## src/i2cm_pkg.sv

```systemverilog
// Shared types and constants for the I2C master byte engine.
package i2cm_pkg;

   // Command codes on the req_mode port
   localparam logic [1:0] MODE_START = 2'd0;
   localparam logic [1:0] MODE_STOP  = 2'd1;
   localparam logic [1:0] MODE_WRITE = 2'd2;
   localparam logic [1:0] MODE_READ  = 2'd3;

   localparam logic [15:0] HALF_PERIOD_RESET = 16'd50;
   localparam logic [3:0]  BITS_PER_BYTE     = 4'd8;

   typedef enum logic [2:0] {
      CMD_NONE,
      CMD_START,
      CMD_STOP,
      CMD_WRITE,
      CMD_READ
   } cmd_type;

   typedef enum logic [2:0] {
      PH_IDLE,
      PH_START,
      PH_STOP,
      PH_WLOW,
      PH_WHIGH,
      PH_RLOW,
      PH_RHIGH
   } phase_type;

   // One tick after decode
   typedef struct packed {
      cmd_type    cmd;
      logic [7:0] wbyte;
      logic       sda;
   } item_type;

   // One result beat
   typedef struct packed {
      logic       scl_level;
      logic       sda_value;
      logic       sda_enable;
      logic       busy;
      logic       done;
      logic [7:0] read_byte;
      logic       ack_bit;
   } rsp_type;

endpackage

```

## src/i2cm_fifo.sv

```systemverilog
// Small register queue used between the engine stages.
module i2cm_fifo #(
   parameter int WIDTH = 12,
   parameter int DEPTH = 2
) (
   input  logic             clock,
   input  logic             reset,
   input  logic             push,
   input  logic [WIDTH-1:0] wdata,
   output logic             full,
   input  logic             pop,
   output logic [WIDTH-1:0] rdata,
   output logic             empty
);

   localparam int AW = (DEPTH > 1) ? $clog2(DEPTH) : 1;
   localparam int CW = $clog2(DEPTH + 1);

   logic [WIDTH-1:0] mem_ff [DEPTH];
   logic [AW-1:0]    wr_ptr_ff, wr_ptr_in;
   logic [AW-1:0]    rd_ptr_ff, rd_ptr_in;
   logic [CW-1:0]    count_ff, count_in;
   logic             do_push, do_pop;

   assign full    = (count_ff == CW'(DEPTH));
   assign empty   = (count_ff == '0);
   assign do_push = push && !full;
   assign do_pop  = pop && !empty;
   assign rdata   = mem_ff[rd_ptr_ff];

   always_comb begin
      wr_ptr_in = wr_ptr_ff;
      rd_ptr_in = rd_ptr_ff;
      count_in  = count_ff;
      if (do_push) begin
         wr_ptr_in = (wr_ptr_ff == AW'(DEPTH - 1)) ? '0 : wr_ptr_ff + AW'(1);
      end
      if (do_pop) begin
         rd_ptr_in = (rd_ptr_ff == AW'(DEPTH - 1)) ? '0 : rd_ptr_ff + AW'(1);
      end
      if (do_push && !do_pop) begin
         count_in = count_ff + CW'(1);
      end else if (do_pop && !do_push) begin
         count_in = count_ff - CW'(1);
      end
   end

   always_ff @(posedge clock) begin
      if (reset) begin
         wr_ptr_ff <= '0;
         rd_ptr_ff <= '0;
         count_ff  <= '0;
      end else begin
         wr_ptr_ff <= wr_ptr_in;
         rd_ptr_ff <= rd_ptr_in;
         count_ff  <= count_in;
      end
   end

   always_ff @(posedge clock) begin
      if (do_push) begin
         mem_ff[wr_ptr_ff] <= wdata;
      end
   end

endmodule

```

## src/i2cm_front.sv

```systemverilog
// Front end: decodes an incoming tick beat into a queued command item.
module i2cm_front (
   input  logic               cmd_valid,
   input  logic [1:0]         mode,
   input  logic [7:0]         write_byte,
   input  logic               sda_level,
   output i2cm_pkg::item_type item
);

   i2cm_pkg::cmd_type cmd;

   always_comb begin
      cmd = i2cm_pkg::CMD_NONE;
      if (cmd_valid) begin
         unique case (mode)
            i2cm_pkg::MODE_START: cmd = i2cm_pkg::CMD_START;
            i2cm_pkg::MODE_STOP:  cmd = i2cm_pkg::CMD_STOP;
            i2cm_pkg::MODE_WRITE: cmd = i2cm_pkg::CMD_WRITE;
            i2cm_pkg::MODE_READ:  cmd = i2cm_pkg::CMD_READ;
            default:              cmd = i2cm_pkg::CMD_NONE;
         endcase
      end
   end

   assign item.cmd   = cmd;
   assign item.wbyte = write_byte;
   assign item.sda   = sda_level;

endmodule

```

## src/i2cm_back.sv

```systemverilog
// Back end: bus sequencer, one tick per fired item, plus the half-period register.
module i2cm_back #(
   parameter int TIMER_BITS = 16
) (
   input  logic               clock,
   input  logic               reset,
   input  logic               csr_we,
   input  logic [15:0]        csr_wdata,
   input  logic               fire,
   input  i2cm_pkg::item_type item,
   output i2cm_pkg::rsp_type  rsp
);

   // Compare width: holds 2^TIMER_BITS and any half_period value
   localparam int CW = ((TIMER_BITS > 16) ? TIMER_BITS : 16) + 1;

   i2cm_pkg::phase_type   phase_ff, phase_in;
   logic [3:0]            bit_count_ff, bit_count_in;
   logic [7:0]            shifter_ff, shifter_in;
   logic [TIMER_BITS-1:0] tick_ff, tick_in;
   logic                  scl_ff, scl_in;
   logic                  sda_ff, sda_in;
   logic                  sda_en_ff, sda_en_in;
   logic                  ack_ff, ack_in;
   logic [7:0]            last_read_ff, last_read_in;
   logic [15:0]           half_period_ff;

   logic [CW-1:0] half_ext, lim, eff_half, tick_next;
   logic [7:0]    rd_shift;
   logic [3:0]    bc_inc;
   logic          done;

   always_comb begin
      half_ext  = CW'(half_period_ff);
      lim       = CW'(1) << TIMER_BITS;
      tick_next = CW'(tick_ff) + CW'(1);
      if (half_period_ff == '0) begin
         eff_half = CW'(1);
      end else if (half_ext > lim) begin
         eff_half = lim;
      end else begin
         eff_half = half_ext;
      end
   end

   assign rd_shift = {shifter_ff[6:0], item.sda};
   assign bc_inc   = bit_count_ff + 4'd1;

   always_comb begin
      phase_in     = phase_ff;
      bit_count_in = bit_count_ff;
      shifter_in   = shifter_ff;
      tick_in      = tick_ff;
      scl_in       = scl_ff;
      sda_in       = sda_ff;
      sda_en_in    = sda_en_ff;
      ack_in       = ack_ff;
      last_read_in = last_read_ff;
      done         = 1'b0;

      if (phase_ff == i2cm_pkg::PH_IDLE || phase_ff > i2cm_pkg::PH_RHIGH) begin
         phase_in = i2cm_pkg::PH_IDLE;
         if (item.cmd != i2cm_pkg::CMD_NONE) begin
            tick_in      = '0;
            bit_count_in = '0;
            unique case (item.cmd)
               i2cm_pkg::CMD_START: begin
                  sda_en_in = 1'b1;
                  sda_in    = 1'b1;
                  scl_in    = 1'b1;
                  phase_in  = i2cm_pkg::PH_START;
               end
               i2cm_pkg::CMD_STOP: begin
                  sda_en_in = 1'b1;
                  sda_in    = 1'b0;
                  phase_in  = i2cm_pkg::PH_STOP;
               end
               i2cm_pkg::CMD_WRITE: begin
                  scl_in     = 1'b0;
                  sda_en_in  = 1'b1;
                  sda_in     = item.wbyte[7];
                  shifter_in = {item.wbyte[6:0], 1'b0};
                  phase_in   = i2cm_pkg::PH_WLOW;
               end
               default: begin
                  shifter_in = '0;
                  sda_in     = 1'b1;
                  sda_en_in  = 1'b0;
                  phase_in   = i2cm_pkg::PH_RLOW;
               end
            endcase
         end
      end else if (tick_next < eff_half) begin
         tick_in = tick_next[TIMER_BITS-1:0];
      end else begin
         tick_in = '0;
         unique case (phase_ff)
            i2cm_pkg::PH_START: begin
               if (bit_count_ff == 4'd0) begin
                  sda_in       = 1'b0;
                  bit_count_in = 4'd1;
               end else begin
                  scl_in   = 1'b0;
                  phase_in = i2cm_pkg::PH_IDLE;
                  done     = 1'b1;
               end
            end
            i2cm_pkg::PH_STOP: begin
               if (bit_count_ff == 4'd0) begin
                  scl_in       = 1'b1;
                  bit_count_in = 4'd1;
               end else if (bit_count_ff == 4'd1) begin
                  sda_in       = 1'b1;
                  bit_count_in = 4'd2;
               end else begin
                  phase_in = i2cm_pkg::PH_IDLE;
                  done     = 1'b1;
               end
            end
            i2cm_pkg::PH_WLOW: begin
               scl_in   = 1'b1;
               phase_in = i2cm_pkg::PH_WHIGH;
            end
            i2cm_pkg::PH_WHIGH: begin
               scl_in = 1'b0;
               if (bit_count_ff >= i2cm_pkg::BITS_PER_BYTE) begin
                  // ack clock ends: sample slave response
                  ack_in   = item.sda;
                  phase_in = i2cm_pkg::PH_IDLE;
                  done     = 1'b1;
               end else begin
                  bit_count_in = bc_inc;
                  if (bc_inc == i2cm_pkg::BITS_PER_BYTE) begin
                     sda_en_in = 1'b0;
                     sda_in    = 1'b1;
                  end else begin
                     sda_in     = shifter_ff[7];
                     shifter_in = {shifter_ff[6:0], 1'b0};
                  end
                  phase_in = i2cm_pkg::PH_WLOW;
               end
            end
            i2cm_pkg::PH_RLOW: begin
               scl_in   = 1'b1;
               phase_in = i2cm_pkg::PH_RHIGH;
            end
            default: begin
               shifter_in   = rd_shift;
               scl_in       = 1'b0;
               bit_count_in = bc_inc;
               if (bc_inc >= i2cm_pkg::BITS_PER_BYTE) begin
                  last_read_in = rd_shift;
                  phase_in     = i2cm_pkg::PH_IDLE;
                  done         = 1'b1;
               end else begin
                  phase_in = i2cm_pkg::PH_RLOW;
               end
            end
         endcase
      end
   end

   assign rsp.scl_level  = scl_in;
   assign rsp.sda_value  = sda_in;
   assign rsp.sda_enable = sda_en_in;
   assign rsp.busy       = (phase_in != i2cm_pkg::PH_IDLE);
   assign rsp.done       = done;
   assign rsp.read_byte  = last_read_in;
   assign rsp.ack_bit    = ack_in;

   always_ff @(posedge clock) begin
      if (reset) begin
         phase_ff     <= i2cm_pkg::PH_IDLE;
         bit_count_ff <= '0;
         shifter_ff   <= '0;
         tick_ff      <= '0;
         scl_ff       <= 1'b1;
         sda_ff       <= 1'b1;
         sda_en_ff    <= 1'b0;
         ack_ff       <= 1'b1;
         last_read_ff <= '0;
      end else if (fire) begin
         phase_ff     <= phase_in;
         bit_count_ff <= bit_count_in;
         shifter_ff   <= shifter_in;
         tick_ff      <= tick_in;
         scl_ff       <= scl_in;
         sda_ff       <= sda_in;
         sda_en_ff    <= sda_en_in;
         ack_ff       <= ack_in;
         last_read_ff <= last_read_in;
      end
   end

   always_ff @(posedge clock) begin
      if (reset) begin
         half_period_ff <= i2cm_pkg::HALF_PERIOD_RESET;
      end else if (csr_we) begin
         half_period_ff <= csr_wdata;
      end
   end

endmodule

```

## src/i2c_master_byte_engine.sv

```systemverilog
// Top level of the I2C master byte engine: front decode, tick queue, sequencer, result queue.
// Every req beat is one tick of the bus sequencer and yields exactly one rsp beat carrying the
// line levels, busy/done flags, last read byte and last ack after that tick. A command (start,
// stop, write byte, read byte) is taken only on a tick while idle; line actions follow every
// half_period ticks (0 acts as 1, values above 2^TIMER_BITS are capped). The engine takes one beat
// per clock while the tick queue holds a beat and the result queue has room. A req beat passes
// through the tick queue, then the sequencer writes its rsp beat into the result queue. Both
// queues are QUEUE_DEPTH deep, so either side may stall without stopping the other until the
// queue in between fills. Write csr_wdata (half_period) only while no beat is in flight.
module i2c_master_byte_engine #(
   parameter int TIMER_BITS  = 16,
   parameter int QUEUE_DEPTH = 2
) (
   input  logic        clock,
   input  logic        reset,
   // input beats
   input  logic        push,
   output logic        full,
   input  logic        req_cmd_valid,
   input  logic [1:0]  req_mode,
   input  logic [7:0]  req_write_byte,
   input  logic        req_sda_level,
   // result beats
   output logic        empty,
   input  logic        pop,
   output logic        rsp_scl_level,
   output logic        rsp_sda_value,
   output logic        rsp_sda_enable,
   output logic        rsp_busy_res,
   output logic        rsp_done_res,
   output logic [7:0]  rsp_read_byte,
   output logic        rsp_ack_bit,
   // half_period register
   input  logic        csr_we,
   input  logic [15:0] csr_wdata
);

   localparam int IW = $bits(i2cm_pkg::item_type);
   localparam int RW = $bits(i2cm_pkg::rsp_type);

   i2cm_pkg::item_type item_dec, item_q;
   i2cm_pkg::rsp_type  rsp_next, rsp_q;
   logic [IW-1:0]      item_q_bits;
   logic [RW-1:0]      rsp_q_bits;
   logic               item_empty, rsp_full, fire;

   i2cm_front u_front (
      .cmd_valid  (req_cmd_valid),
      .mode       (req_mode),
      .write_byte (req_write_byte),
      .sda_level  (req_sda_level),
      .item       (item_dec)
   );

   // tick queue: front to sequencer
   i2cm_fifo #(
      .WIDTH (IW),
      .DEPTH (QUEUE_DEPTH)
   ) u_item_q (
      .clock (clock),
      .reset (reset),
      .push  (push),
      .wdata (IW'(item_dec)),
      .full  (full),
      .pop   (fire),
      .rdata (item_q_bits),
      .empty (item_empty)
   );

   assign item_q = i2cm_pkg::item_type'(item_q_bits);

   // sequencer advances one tick when a tick is queued and there is room for its result
   assign fire = !item_empty && !rsp_full;

   i2cm_back #(
      .TIMER_BITS (TIMER_BITS)
   ) u_back (
      .clock     (clock),
      .reset     (reset),
      .csr_we    (csr_we),
      .csr_wdata (csr_wdata),
      .fire      (fire),
      .item      (item_q),
      .rsp       (rsp_next)
   );

   // result queue: sequencer to consumer
   i2cm_fifo #(
      .WIDTH (RW),
      .DEPTH (QUEUE_DEPTH)
   ) u_rsp_q (
      .clock (clock),
      .reset (reset),
      .push  (fire),
      .wdata (RW'(rsp_next)),
      .full  (rsp_full),
      .pop   (pop),
      .rdata (rsp_q_bits),
      .empty (empty)
   );

   assign rsp_q          = i2cm_pkg::rsp_type'(rsp_q_bits);
   assign rsp_scl_level  = rsp_q.scl_level;
   assign rsp_sda_value  = rsp_q.sda_value;
   assign rsp_sda_enable = rsp_q.sda_enable;
   assign rsp_busy_res   = rsp_q.busy;
   assign rsp_done_res   = rsp_q.done;
   assign rsp_read_byte  = rsp_q.read_byte;
   assign rsp_ack_bit    = rsp_q.ack_bit;

endmodule

```

## config.mk

```make
export PLATFORM = sky130hd
export DESIGN_NAME = i2c_master_byte_engine
export DESIGN_NICKNAME = d
export VERILOG_FILES = /design/src/i2cm_pkg.sv /design/src/i2cm_fifo.sv /design/src/i2cm_front.sv /design/src/i2cm_back.sv /design/src/i2c_master_byte_engine.sv
export SDC_FILE = /design/constraint.sdc
export NUM_CORES = 1
export LEC_CHECK = 0
export BUFFER_PORTS_ARGS = -buffer_cell sky130_fd_sc_hd__clkbuf_2
export CORE_MARGIN = 2
export CORE_UTILIZATION = 60
export CTS_CLUSTER_SIZE = 20
export DETAILED_ROUTE_END_ITERATION = 8
export GPL_TIMING_DRIVEN = 0
export PLACE_DENSITY_LB_ADDON = 0.3
export RECOVER_POWER = 50
export SLEW_MARGIN = 20
export SYNTH_ARGS = -nofsm -noshare
export SYNTH_HDL_FRONTEND = slang
export SYNTH_SLANG_ARGS = --single-unit
```

## constraint.sdc

```tcl
create_clock -name clock -period 4.51 [get_ports clock]
set_input_delay 0.2255 -clock clock [delete_from_list [all_inputs] [get_ports clock]]
set_output_delay 0.2255 -clock clock [all_outputs]
set_load 0.03 [all_outputs]
```

# --- Word-level counts from Yosys, hierarchy flattened ---
# Memories as Yosys holds them, arrays and structs flattened. A register that Yosys moved wholly into a read port is not among the register bits.
# Cells that the tools add are included.
# W data, S select, Z words.
word_totals:
  reg_bits: 67
  ram_bits: 52
  in_bits: 33
  output_inout_bits: 16
  mem_count: 2
mem_list:
  columns: ["name", "depth", "word_bits", "read_ports", "rd_clocked_by_memory_dff", "wr", "line_no", "source"]
  rows:
  - ["u_rsp_q.mem_ff", 2, 14, 1, 1, 1, "i2cm_fifo.sv:19", "logic [WIDTH-1:0] mem_ff [DEPTH];"]
  - ["u_item_q.mem_ff", 2, 12, 1, 1, 1, "i2cm_fifo.sv:19", null]
op_classes:
  addsub: 10
  magnitude_cmp: 5
  eq_ne: 24
  n_mux: 88
  n_reduce_logical: 36
op_table:
  columns: ["cell", "count"]
  rows:
  - ["$mux W8", 9]
  - ["$mux W16", 3]
  - ["$mux W1", 43]
  - ["$mux W17", 2]
  - ["$pmux W8 S2", 2]
  - ["$mux W4", 7]
  - ["$mux W3", 8]
  - ["$add A16 B1 Y17 const B", 1]
  - ["$gt A16 B17 Y1 const B", 1]
  - ["$lt A17 B17 Y1", 1]
  - ["$logic_not A16 Y1", 1]
  - ["$pmux W4 S4", 1]
  - ["$pmux W3 S5", 1]
  - ["$reduce_and A7 Y1", 2]
  - ["$eq A3 B2 Y1 const B", 4]
  - ["$pmux W3 S4", 1]
  - ["$mux W2", 5]
  - ["$logic_and A1 B1 Y1", 9]
  - ["$pmux W3 S3", 1]
  - ["$eq A2 B2 Y1 const B", 4]
  - ["$ge A4 B4 Y1 const B", 2]
  - ["$logic_not A1 Y1", 8]
  - ["$eq A3 B1 Y1 const B", 2]
  - ["$eq A3 B3 Y1 const B", 2]
  - ["other kinds (27)", 43]

# --- Logic depth before layout (Yosys ltp) ---
# Gate-level depths: netlist of run 1.
logic_depth:
  word_depth: 8
  depth_mapped: 17
  mapped_depth_nobuf: 14

# --- Cells and area by module ---
# A second synthesis of run 1 with hierarchy kept.
unflattened:
  cells_unflattened: 622
  hier_area_um2: 6243.5
by_module_without_submodules:
  columns: ["mod", "instances", "cells_each", "area_each_um2", "seq_area_each_um2"]
  rows:
  - ["i2cm_back", 1, 474, 3807.4, 1181.1]
  - ["i2cm_fifo (u_rsp_q)", 1, 68, 1221.2, 940.9]
  - ["i2cm_fifo (u_item_q)", 1, 62, 1078.5, 820.8]
  - ["i2cm_front", 1, 17, 132.6, 0.0]
  - ["i2c_master_byte_engine", 1, 1, 3.8, 0.0]

# --- Least setup slack after synthesis of run 1 ---
# Ideal clock, no wire load.
synth_timing:
  path_type: "register to register"
  start: "register u_back.tick_ff[2]"
  end: "register u_back.tick_ff[14]"
  setup_time_ns: 0.091
  t_arrival_ns: 3.922
  required_ns: 4.419
  setup_slack_ns: 0.497
  path_stages_with_launch: 17
  n_path_buf: 2
  period_less_slack_ns: 4.013
  path_cell_list: "dfxtp_1 -> clkbuf_1 -> nand3_1 -> or3_1 -> nor2_1 -> nand3_1 -> nor2_1 -> xor2_1 -> ha_1 -> and2_1 -> a221oi_1 -> o21ai_1 -> or2_2 -> buf_2 -> nor4_4 -> or2b_1 -> a311oi_1"
synth_via:
  elab_chain_len: 4
synth_rtl:
  columns: ["element", "line_no", "source"]
  rows:
  - ["from (decl)", "i2cm_back.sv:20", "logic [TIMER_BITS-1:0] tick_ff, tick_in;"]
  - ["from (signal assigned)", "i2cm_back.sv:186", "tick_ff <= tick_in;"]
  - ["$add A16 B1 Y17 (*)", "i2cm_back.sv:36", "tick_next = CW'(tick_ff) + CW'(1);"]
  - ["$lt A17 B17 Y1", "i2cm_back.sv:93", "end else if (tick_next < eff_half) begin"]
  - ["$mux W16 (*)", "i2cm_back.sv:93", null]
  - ["$mux W16 (*)", "i2cm_back.sv:61", "if (phase_ff == i2cm_pkg::PH_IDLE || phase_ff > i2cm_pkg::PH_RHIGH) begin"]
# Every way passes the cells marked *; elsewhere a longest branch is shown, timed or not.
# A chain may end at the register's enable or synchronous reset.

==> Implementation_results.wiki, run 1 <==
{| class="wikitable"
! Metric !! Value
|-
| Clock insertion delay at the later pin of the skew report || 520 ps
|-
| Unrepaired setup endpoints after global routing || false
|-
| Top cell by count, worst path || nor2_2
|-
| Antenna violations before repair || 0
|-
| Cell with the largest stage delay on the worst path || or4_2
|-
| Most used flip-flop cell after synthesis || dfxtp_1
|-
| Number of enable flip-flop cells after synthesis || 52
|-
| Achievable frequency || 229 MHz
|-
| Number of storage elements in the synthesis netlist || 121
|-
| Seq/Total Area, Yosys || 48.0%
|-
| Total power per unit cell area || 606 nW/um^2
|-
| Placement Rows || 36
|-
| Largest stage delay, worst path || 760 ps
|-
| Number of vias in the routed layout || 5150
|-
| Mean instance size in the synthesized netlist || 10.1 sq um
|-
| Startpoint class of the critical path || flip-flop
|-
| Worst min path class || in2reg
|-
| CTS clk-pin slew, worst paths || 60 ps
|-
| Leak Pwr || 2.87 nW
|-
| Combinational share of power || 33.5%
|-
| Number of library cell types mapped by synthesis || 63
|-
| Cell Area, Synth || 6130 sq um
|-
| Total of endpoints with negative setup slack in the final report || 0
|-
| Worst Setup End Kind || flip-flop
|-
| Switching power as a share of total power || 36.3%
|-
| Maximum clock skew at final layout || 6.02 ps
|-
| TritonCTS sink count || 121
|-
| Crit Reg-Reg Startpoint || u_back.tick_ff[2]$_SDFFE_PP0P_
|-
| Worst Path Arrival || 4640 ps
|-
| Synthesized net count || 666
|-
| Half-perimeter wire length after placement || 10.5 mm
|-
| Fraction of power consumed by sequential logic || 34.0%
|-
| Count of port buffers added during placement || 46
|-
| Routed Antenna Nets || 0
|-
| Synthesis Warnings || 0
|-
| Maximum number of pins on one net before global-route repair || 17
|-
| Vertical extent of the die || 105 microns
|-
| R2r setup slk || 140 ps
|-
| Startpoint of the worst setup timing path || u_back.tick_ff[2]$_SDFFE_PP0P_
|-
| Share of power burned in the clock network || 32.5%
|-
| Number of remaining DRC errors || 0
|-
| Synthesized instance count || 609
|-
| GR Overflow Total || 0
|-
| Layout area overhead || 21.4%
|-
| Part of the cycle the worst path needs || 96.9%
|-
| Average routed wire per standard cell || 18.7 microns
|-
| Via count of the first global-routing pass || 5009
|-
| Path depth of the worst reg2reg path || 14
|-
| Share of async-settable or async-resettable flops after synthesis || 0%
|-
| Placer Congestion || 0.924
|-
| Placeable Area || 9860 sq um
|-
| Outcome || finished, final reports clean
|-
| Worst-Margin Slew || 1190 ps
|-
| Number of placed I/O pins || 49
|-
| Cell Int Power || 0.00288 W
|-
| Final number of hold-violating endpoints || 0
|-
| Fraction of layout instances using a drive strength above 1 || 15.9%
|-
| Switching component of the power || 0.00164 W
|-
| Post-layout min period || 4370 ps
|-
| Wire length of the first global-routing pass || 25.0 mm
|-
| Critical path cell sequence || nand3_2 -> or3_4 -> nor2_2 -> nand3_1 -> nor2_2 -> xor2_1 -> ha_1 -> and2_1 -> a221oi_1 -> o21ai_1 -> or4_2 -> a31oi_1 -> o221ai_1 -> o21ai_0
|-
| Area of the die || 11000 sq um
|-
| Number of buffers inserted during clock tree synthesis || 17
|-
| Total wirelength of the detailed-routed design || 15.8 mm
|-
| Number of H-tree levels || 4
|-
| Worst-path fanout max || 7
|-
| CP required || 4780 ps
|-
| Peak VDD IR || 0.000391 V
|-
| Overall routing resource usage || 29.0%
|-
| Number of max-slew violations in the final report || 0
|-
| Kind of critical path || reg2reg
|-
| Max cap viols || 0
|-
| Number of filler cells placed in the layout || 649
|-
| Total negative setup slack || 0 ps
|-
| CTS root buffer || clkbuf_8
|-
| Initial DRT Pass Iterations || 5
|-
| Hold path startpoint || req_cmd_valid
|-
| Buffer depth of the longest clock path || 2
|-
| Number of DRC violations after detailed-routing iteration 0 || 336
|-
| Vias per cell || 6.10
|-
| Worst hold stages || 2
|-
| Endpoint of the worst register-to-register path || u_rsp_q.mem_ff[1][13]$_DFFE_PP_
|-
| Final worst slack || 138 ps
|-
| Initial Util || 62.2%
|-
| Worst min-delay path endpoint || u_item_q.mem_ff[0][9]$_DFFE_PP_
|-
| Antenna cells || 0
|-
| Pre-CTS worst setup slack || -308 ps
|-
| Final-stage net count || 755
|-
| Die width || 105 microns
|-
| Worst slew margin relative to its limit || 20.4%
|-
| TritonCTS clock tree || done
|}
## stage by stage
step / utilization, % / hold WS (ps) / instance area (sq um) / cells / total power (W)
4_1_cts: 75.5 / 54.4 / 7450 / 845 / 0.00448
5_1_grt: 75.5 / 80.6 / 7450 / 844 / 0.00471
3_5_place_dp: 66.2 / 422 / 6530 / 788 / 0.00299
2_1_floorplan: - / 324 / 6130 / 609 / 0.00260
6_report: 75.5 / 82.7 / 7450 / 844 / 0.00452
3_3_place_gp: 66.2 / 415 / 6530 / 788 / 0.00295
## what timing repair did
| item | CTS | global route |
|---|---|---|
| resized for setup | 6 | 9 |
| pin swaps | 1 | 1 |
| buffers inserted | 1 | 0 |
| hold endpoints to repair | 34 | 0 |
| setup endpoints to repair | 51 | 59 |
| hold buffers | 25 | 0 |
## cells in the final DEF (no fill, tap or decap), types with 25 or more instances in the layout
master,instances
mux2_2,25
dfxtp_1,65
dlygate4sd3_1,25
inv_1,26
a21oi_1,31
mux2i_1,36
nor2_1,78
nand2_1,36
edfxtp_1,52
clkbuf_2,29
clkbuf_1,40
## cells by family (layout without fill, tap and decap cells)
kind of cell	Yosys count	in the layout	synth area share, %
mux	61	61	10.5
compound gates	129	129	14.2
buf+inv	60	162	4.08
simple gates	190	190	14.9
flops	121	121	48.0
xor+xnor	24	24	3.43
fa+ha+maj	24	24	4.89
## cell usage after synthesis, types with 3 or more instances
cell type	instances	area [sq um]
or3_1	6	37.5
nor2_1	81	304
and3_1	4	25.0
ha_1	24	300
nor3_1	11	55.1
buf_6	3	33.8
edfxtp_1	52	1560
buf_1	4	15.0
inv_1	26	97.6
a22oi_1	5	37.5
nand2_1	36	135
clkbuf_1	23	86.3
mux2i_1	36	360
o211ai_1	7	52.6
xor2_1	14	123
a311oi_1	12	105
nand4_1	8	50.1
a41oi_1	3	26.3
nand2b_1	7	43.8
a21oi_1	31	155
o21ai_2	3	26.3
nor4_1	6	37.5
xnor2_1	10	87.6
a211oi_1	10	75.1
a221oi_1	3	26.3
mux2_2	25	282
o21a_1	4	30.0
a31oi_1	11	68.8
dfxtp_1	69	1380
and2_1	8	50.1
nand3_1	10	50.1
o21ai_0	22	110
## power groups by stage
stage	clock network [W]	logic, W	registers, W
floorplan	0	0.00109	0.00151
global placement	0	0.00142	0.00154
global route	0.00152	0.00163	0.00156
finish	0.00147	0.00151	0.00154
detailed placement	0	0.00144	0.00155
CTS	0.00147	0.00148	0.00153
## worst max-delay path by stage
stage	cells after the start	to	slack, ps
final	14	u_rsp_q.mem_ff[1][13]$_DFFE_PP_	140
after global routing	15	u_rsp_q.mem_ff[0][0]$_DFFE_PP_	20
after CTS	14	u_rsp_q.mem_ff[0][10]$_DFFE_PP_	20
after detailed placement	15	u_back.tick_ff[3]$_SDFFE_PP0P_	-310
after global placement	14	u_rsp_q.mem_ff[0][0]$_DFFE_PP_	-170
after floorplan	16	u_back.tick_ff[14]$_SDFFE_PP0P_	500
## routing by layer
metal  track usage, %  share of wire (%)  vias up
li1                 -                  -     2414
met1             33.7                 39     2431
met2             51.9                 50      256
met3             5.80                6.8       49
met4             12.4                3.4        0
met5                0                  0        -
## area by class of cell
cell class,instances,area [sq um],share of cell area [%]
Multi-Input combinational cell,428,2990,40.1
Buffer,30,138,1.85
Sequential cell,121,2950,39.6
Clock buffer,18,418,5.61
Inverter,28,105,1.41
Tap cell,133,166,2.23
Timing Repair Buffer,72,467,6.27
Clock inverter,14,219,2.94
## sequential cells by signal (all words and copies together), names as in the netlist, 2 cells and up, named ones only
name	count
u_rsp_q.mem_ff	28
u_rsp_q.count_ff	2
u_back.last_read_ff	8
u_item_q.mem_ff	24
u_back.phase_ff	3
u_back.bit_count_ff	4
u_back.shifter_ff	8
u_item_q.count_ff	2
u_back.half_period_ff	16
u_back.tick_ff	16
## critical path: cells and delay by family, from the launching register on
| family | cells | cell delay (ps) |
|---|---|---|
| AOI/OAI and AO/OA | 5 | 1190 |
| xor gates and xnor gates | 1 | 210 |
| adders and majority gates | 1 | 290 |
| DFF | 1 | 410 |
| and+or+nand+nor | 7 | 2020 |
No activity file was read; power rests on OpenSTA's default activity.
==> run 2, diff against run 1 <==
--- a/config.mk
+++ b/config.mk
@@ -6,6 +6,7 @@
 export NUM_CORES = 1
 export LEC_CHECK = 0
 export BUFFER_PORTS_ARGS = -buffer_cell sky130_fd_sc_hd__clkbuf_2
+export CORE_ASPECT_RATIO = 0.5
 export CORE_MARGIN = 2
 export CORE_UTILIZATION = 60
 export CTS_CLUSTER_SIZE = 20
==> Implementation_results.wiki, run 2 (synthesis gave the netlist of run 1 again) <==
{| class="wikitable"
! Metric !! Value
|-
| Final number of hold-violating endpoints || 0 (unchanged)
|-
| Number of buffers inserted during clock tree synthesis || 17 (unchanged)
|-
| Kind of cell adding the most delay to the critical path || simple AND/OR/NAND/NOR gates (unchanged)
|-
| Outcome || finished, final reports clean (unchanged)
|-
| Crit Reg-Reg Startpoint || u_back.tick_ff[1]$_SDFFE_PP0P_ (was u_back.tick_ff[2]$_SDFFE_PP0P_)
|-
| Number of filler cells placed in the layout || 723 (was 649)
|-
| Overall routing resource usage || 27.0% (was 29.0%)
|-
| Leading cell types in the layout, fill and taps excluded || nor2_1 (79), dfxtp_1 (65), edfxtp_1 (52), clkbuf_1 (40) (was nor2_1 (78), dfxtp_1 (65), edfxtp_1 (52), clkbuf_1 (40))
|-
| Non-Filler Instances || 828 (was 844)
|-
| Largest stage delay, worst path || 480 ps (was 760 ps)
|-
| TritonCTS sink count || 121 (unchanged)
|-
| Achievable frequency || 239 MHz (was 229 MHz)
|-
| Worst Setup End Kind || flip-flop (unchanged)
|-
| Initial DRT Pass Iterations || 5 (unchanged)
|-
| Worst-Margin Slew || 1310 ps (was 1190 ps)
|-
| Unrepaired setup endpoints after global routing || false (unchanged)
|-
| Half-perimeter wire length after placement || 10.3 mm (was 10.5 mm)
|-
| Buffering stage count on the worst path with inverters included || 0 (unchanged)
|-
| Via count of the first global-routing pass || 4638 (was 5009)
|-
| Number of max-slew violations in the final report || 0 (unchanged)
|-
| Wire length of the first global-routing pass || 22.9 mm (was 25.0 mm)
|-
| Reg with most FFs || u_rsp_q.mem_ff (unchanged)
|-
| Instance count after placement with tap cells included || 795 (was 788)
|-
| Largest registers in the final layout || u_rsp_q.mem_ff (28), u_item_q.mem_ff (24) (unchanged)
|-
| Worst slew margin relative to its limit || 12.3% (was 20.4%)
|-
| Total power per unit cell area || 626 nW/um^2 (was 606 nW/um^2)
|-
| Post-layout min period || 4180 ps (was 4370 ps)
|-
| Max cap viols || 0 (unchanged)
|-
| Placement Rows || 26 (was 36)
|-
| Endpoint of the worst register-to-register path || u_rsp_q.mem_ff[0][5]$_DFFE_PP_ (was u_rsp_q.mem_ff[1][13]$_DFFE_PP_)
|-
| Most common library cell in the layout ignoring fill and taps || nor2_1 (unchanged)
|-
| R2r setup slk || 330 ps (was 140 ps)
|-
| Placeable Area || 10100 sq um (was 9860 sq um)
|-
| Count of port buffers added during placement || 46 (unchanged)
|-
| Largest register FFs || 28 (unchanged)
|-
| Final-stage net count || 732 (was 755)
|-
| Layout area overhead || 18.2% (was 21.4%)
|-
| Placer Congestion || 0.942 (was 0.924)
|-
| Vias per cell || 5.98 (was 6.10)
|-
| Number of placed I/O pins || 49 (unchanged)
|-
| Pre-CTS worst setup slack || -171 ps (was -308 ps)
|-
| Worst hold stages || 1 (was 2)
|-
| Antenna violations before repair || 0 (unchanged)
|-
| Die width || 147 microns (was 105 microns)
|-
| Critical path cell sequence || ha_2 -> nand3_2 -> nor2_1 -> and3_1 -> xor2_1 -> ha_1 -> nand4_1 -> a2111oi_0 -> a2111o_1 -> o21ai_1 -> nand2_1 -> nand3_1 -> mux2_2 (was nand3_2 -> or3_4 -> nor2_2 -> nand3_1 -> nor2_2 -> xor2_1 -> ha_1 -> and2_1 -> a221oi_1 -> o21ai_1 -> or4_2 -> a31oi_1 -> o221ai_1 -> o21ai_0)
|-
| Vertical extent of the die || 75.5 microns (was 105 microns)
|-
| Fraction of layout instances using a drive strength above 1 || 16.4% (was 15.9%)
|-
| Total of endpoints with negative setup slack in the final report || 0 (unchanged)
|-
| Peak VDD IR || 0.000341 V (was 0.000391 V)
|-
| Clock insertion delay at the later pin of the skew report || 410 ps (was 520 ps)
|-
| Total wirelength of the detailed-routed design || 14.9 mm (was 15.8 mm)
|-
| Worst Path Arrival || 4330 ps (was 4640 ps)
|-
| GR Overflow Total || 0 (unchanged)
|-
| Number of H-tree levels || 4 (unchanged)
|-
| Worst-path fanout max || 8 (was 7)
|-
| Final worst slack || 330 ps (was 138 ps)
|-
| Hold path startpoint || req_write_byte[2] (was req_cmd_valid)
|-
| Part of the cycle the worst path needs || 92.7% (was 96.9%)
|-
| Maximum clock skew at final layout || 11.9 ps (was 6.02 ps)
|-
| Antenna cells || 0 (unchanged)
|-
| TritonCTS clock tree || done (unchanged)
|-
| CP required || 4660 ps (was 4780 ps)
|-
| Cell with the largest stage delay on the worst path || a2111o_1 (was or4_2)
|-
| Area of the die || 11100 sq um (was 11000 sq um)
|-
| Routed Antenna Nets || 0 (unchanged)
|-
| Startpoint class of the critical path || flip-flop (unchanged)
|-
| Number of vias in the routed layout || 4951 (was 5150)
|-
| Path depth of the worst reg2reg path || 13 (was 14)
|-
| Kind of critical path || reg2reg (unchanged)
|-
| Buffer depth of the longest clock path || 2 (unchanged)
|-
| Number of DRC violations after detailed-routing iteration 0 || 342 (was 336)
|-
| CTS clk-pin slew, worst paths || 60 ps (about the same)
|-
| Average routed wire per standard cell || 18.0 microns (was 18.7 microns)
|-
| Maximum number of pins on one net before global-route repair || 17 (unchanged)
|-
| Leak Pwr || 2.78 nW (was 2.87 nW)
|-
| Worst min path class || in2reg (unchanged)
|-
| Initial Util || 60.8% (was 62.2%)
|-
| Worst min-delay path endpoint || u_item_q.mem_ff[0][3]$_DFFE_PP_ (was u_item_q.mem_ff[0][9]$_DFFE_PP_)
|-
| Number of remaining DRC errors || 0 (unchanged)
|-
| CTS root buffer || clkbuf_16 (was clkbuf_8)
|}
-- run 2: cell type report --
type                    count  area [sq um]  area share, %
multi-input cells         428          2990           41.3
flip-flops and latches    121          2950           40.7
clock buffers              19           443           6.11
repair buffers             48           228           3.14
clock inverters            13           216           2.99
well taps                 140           175           2.42
plain buffers              31           141           1.95
inverters                  28           105           1.45
-- run 2: per-layer routing --
layer	share of wire [%]	up-vias	global-route usage, %
li1	-	2381	-
met4	2.0	0	10.4
met5	0	-	0
met3	6.5	30	5.21
met2	48	184	47.5
met1	44	2356	34.3
-- run 2: through the flow --
| stage | hold WS [ps] | cell area [sq um] | utilization, % | power (W) | setup TNS (ps) |
|---|---|---|---|---|---|
| 5_1_grt | 4.18 | 7250 | 71.9 | 0.00474 | 0 |
| 6_report | 1.73 | 7250 | 71.9 | 0.00454 | 0 |
| 4_1_cts | 1.00 | 7220 | 71.6 | 0.00452 | 0 |
| 3_3_place_gp | 415 | 6540 | 64.9 | 0.00297 | -365 |
| 2_1_floorplan | 324 | 6130 | - | 0.00260 | 0 |
| 3_5_place_dp | 418 | 6540 | 64.9 | 0.00301 | -1890 |
-- run 2: repair_timing --
item	in CTS	in global routing
endpoints found under the hold margin	0	2
hold buffers	0	1
buffers inserted	1	0
resized for setup	4	11
setup endpoints to repair	44	59
pin swaps	1	2
-- run 2: power by group --
part	switching (W)	internal, W	leakage (nW)	total (W)
clock network	0.000501	0.00100	0.322	0.00150
registers	0.000136	0.00140	1.05	0.00154
logic	0.000993	0.000500	1.42	0.00149
-- run 2: worst max-delay path by stage --
stage / start / endpoint / slack (ps) / depth (start not counted)
after floorplan: u_back.tick_ff[2]$_SDFFE_PP0P_ / u_back.tick_ff[14]$_SDFFE_PP0P_ / 500 / 16
after global placement: u_back.tick_ff[2]$_SDFFE_PP0P_ / u_back.tick_ff[7]$_SDFFE_PP0P_ / -70 / 17
after detailed placement: u_back.tick_ff[0]$_SDFFE_PP0P_ / u_back.tick_ff[12]$_SDFFE_PP0P_ / -170 / 15
after CTS: u_back.tick_ff[0]$_SDFFE_PP0P_ / u_rsp_q.mem_ff[1][10]$_DFFE_PP_ / 9 / 13
after global routing: u_back.tick_ff[2]$_SDFFE_PP0P_ / u_rsp_q.mem_ff[0][8]$_DFFE_PP_ / 10 / 14
final: u_back.tick_ff[1]$_SDFFE_PP0P_ / u_rsp_q.mem_ff[0][5]$_DFFE_PP_ / 330 / 13
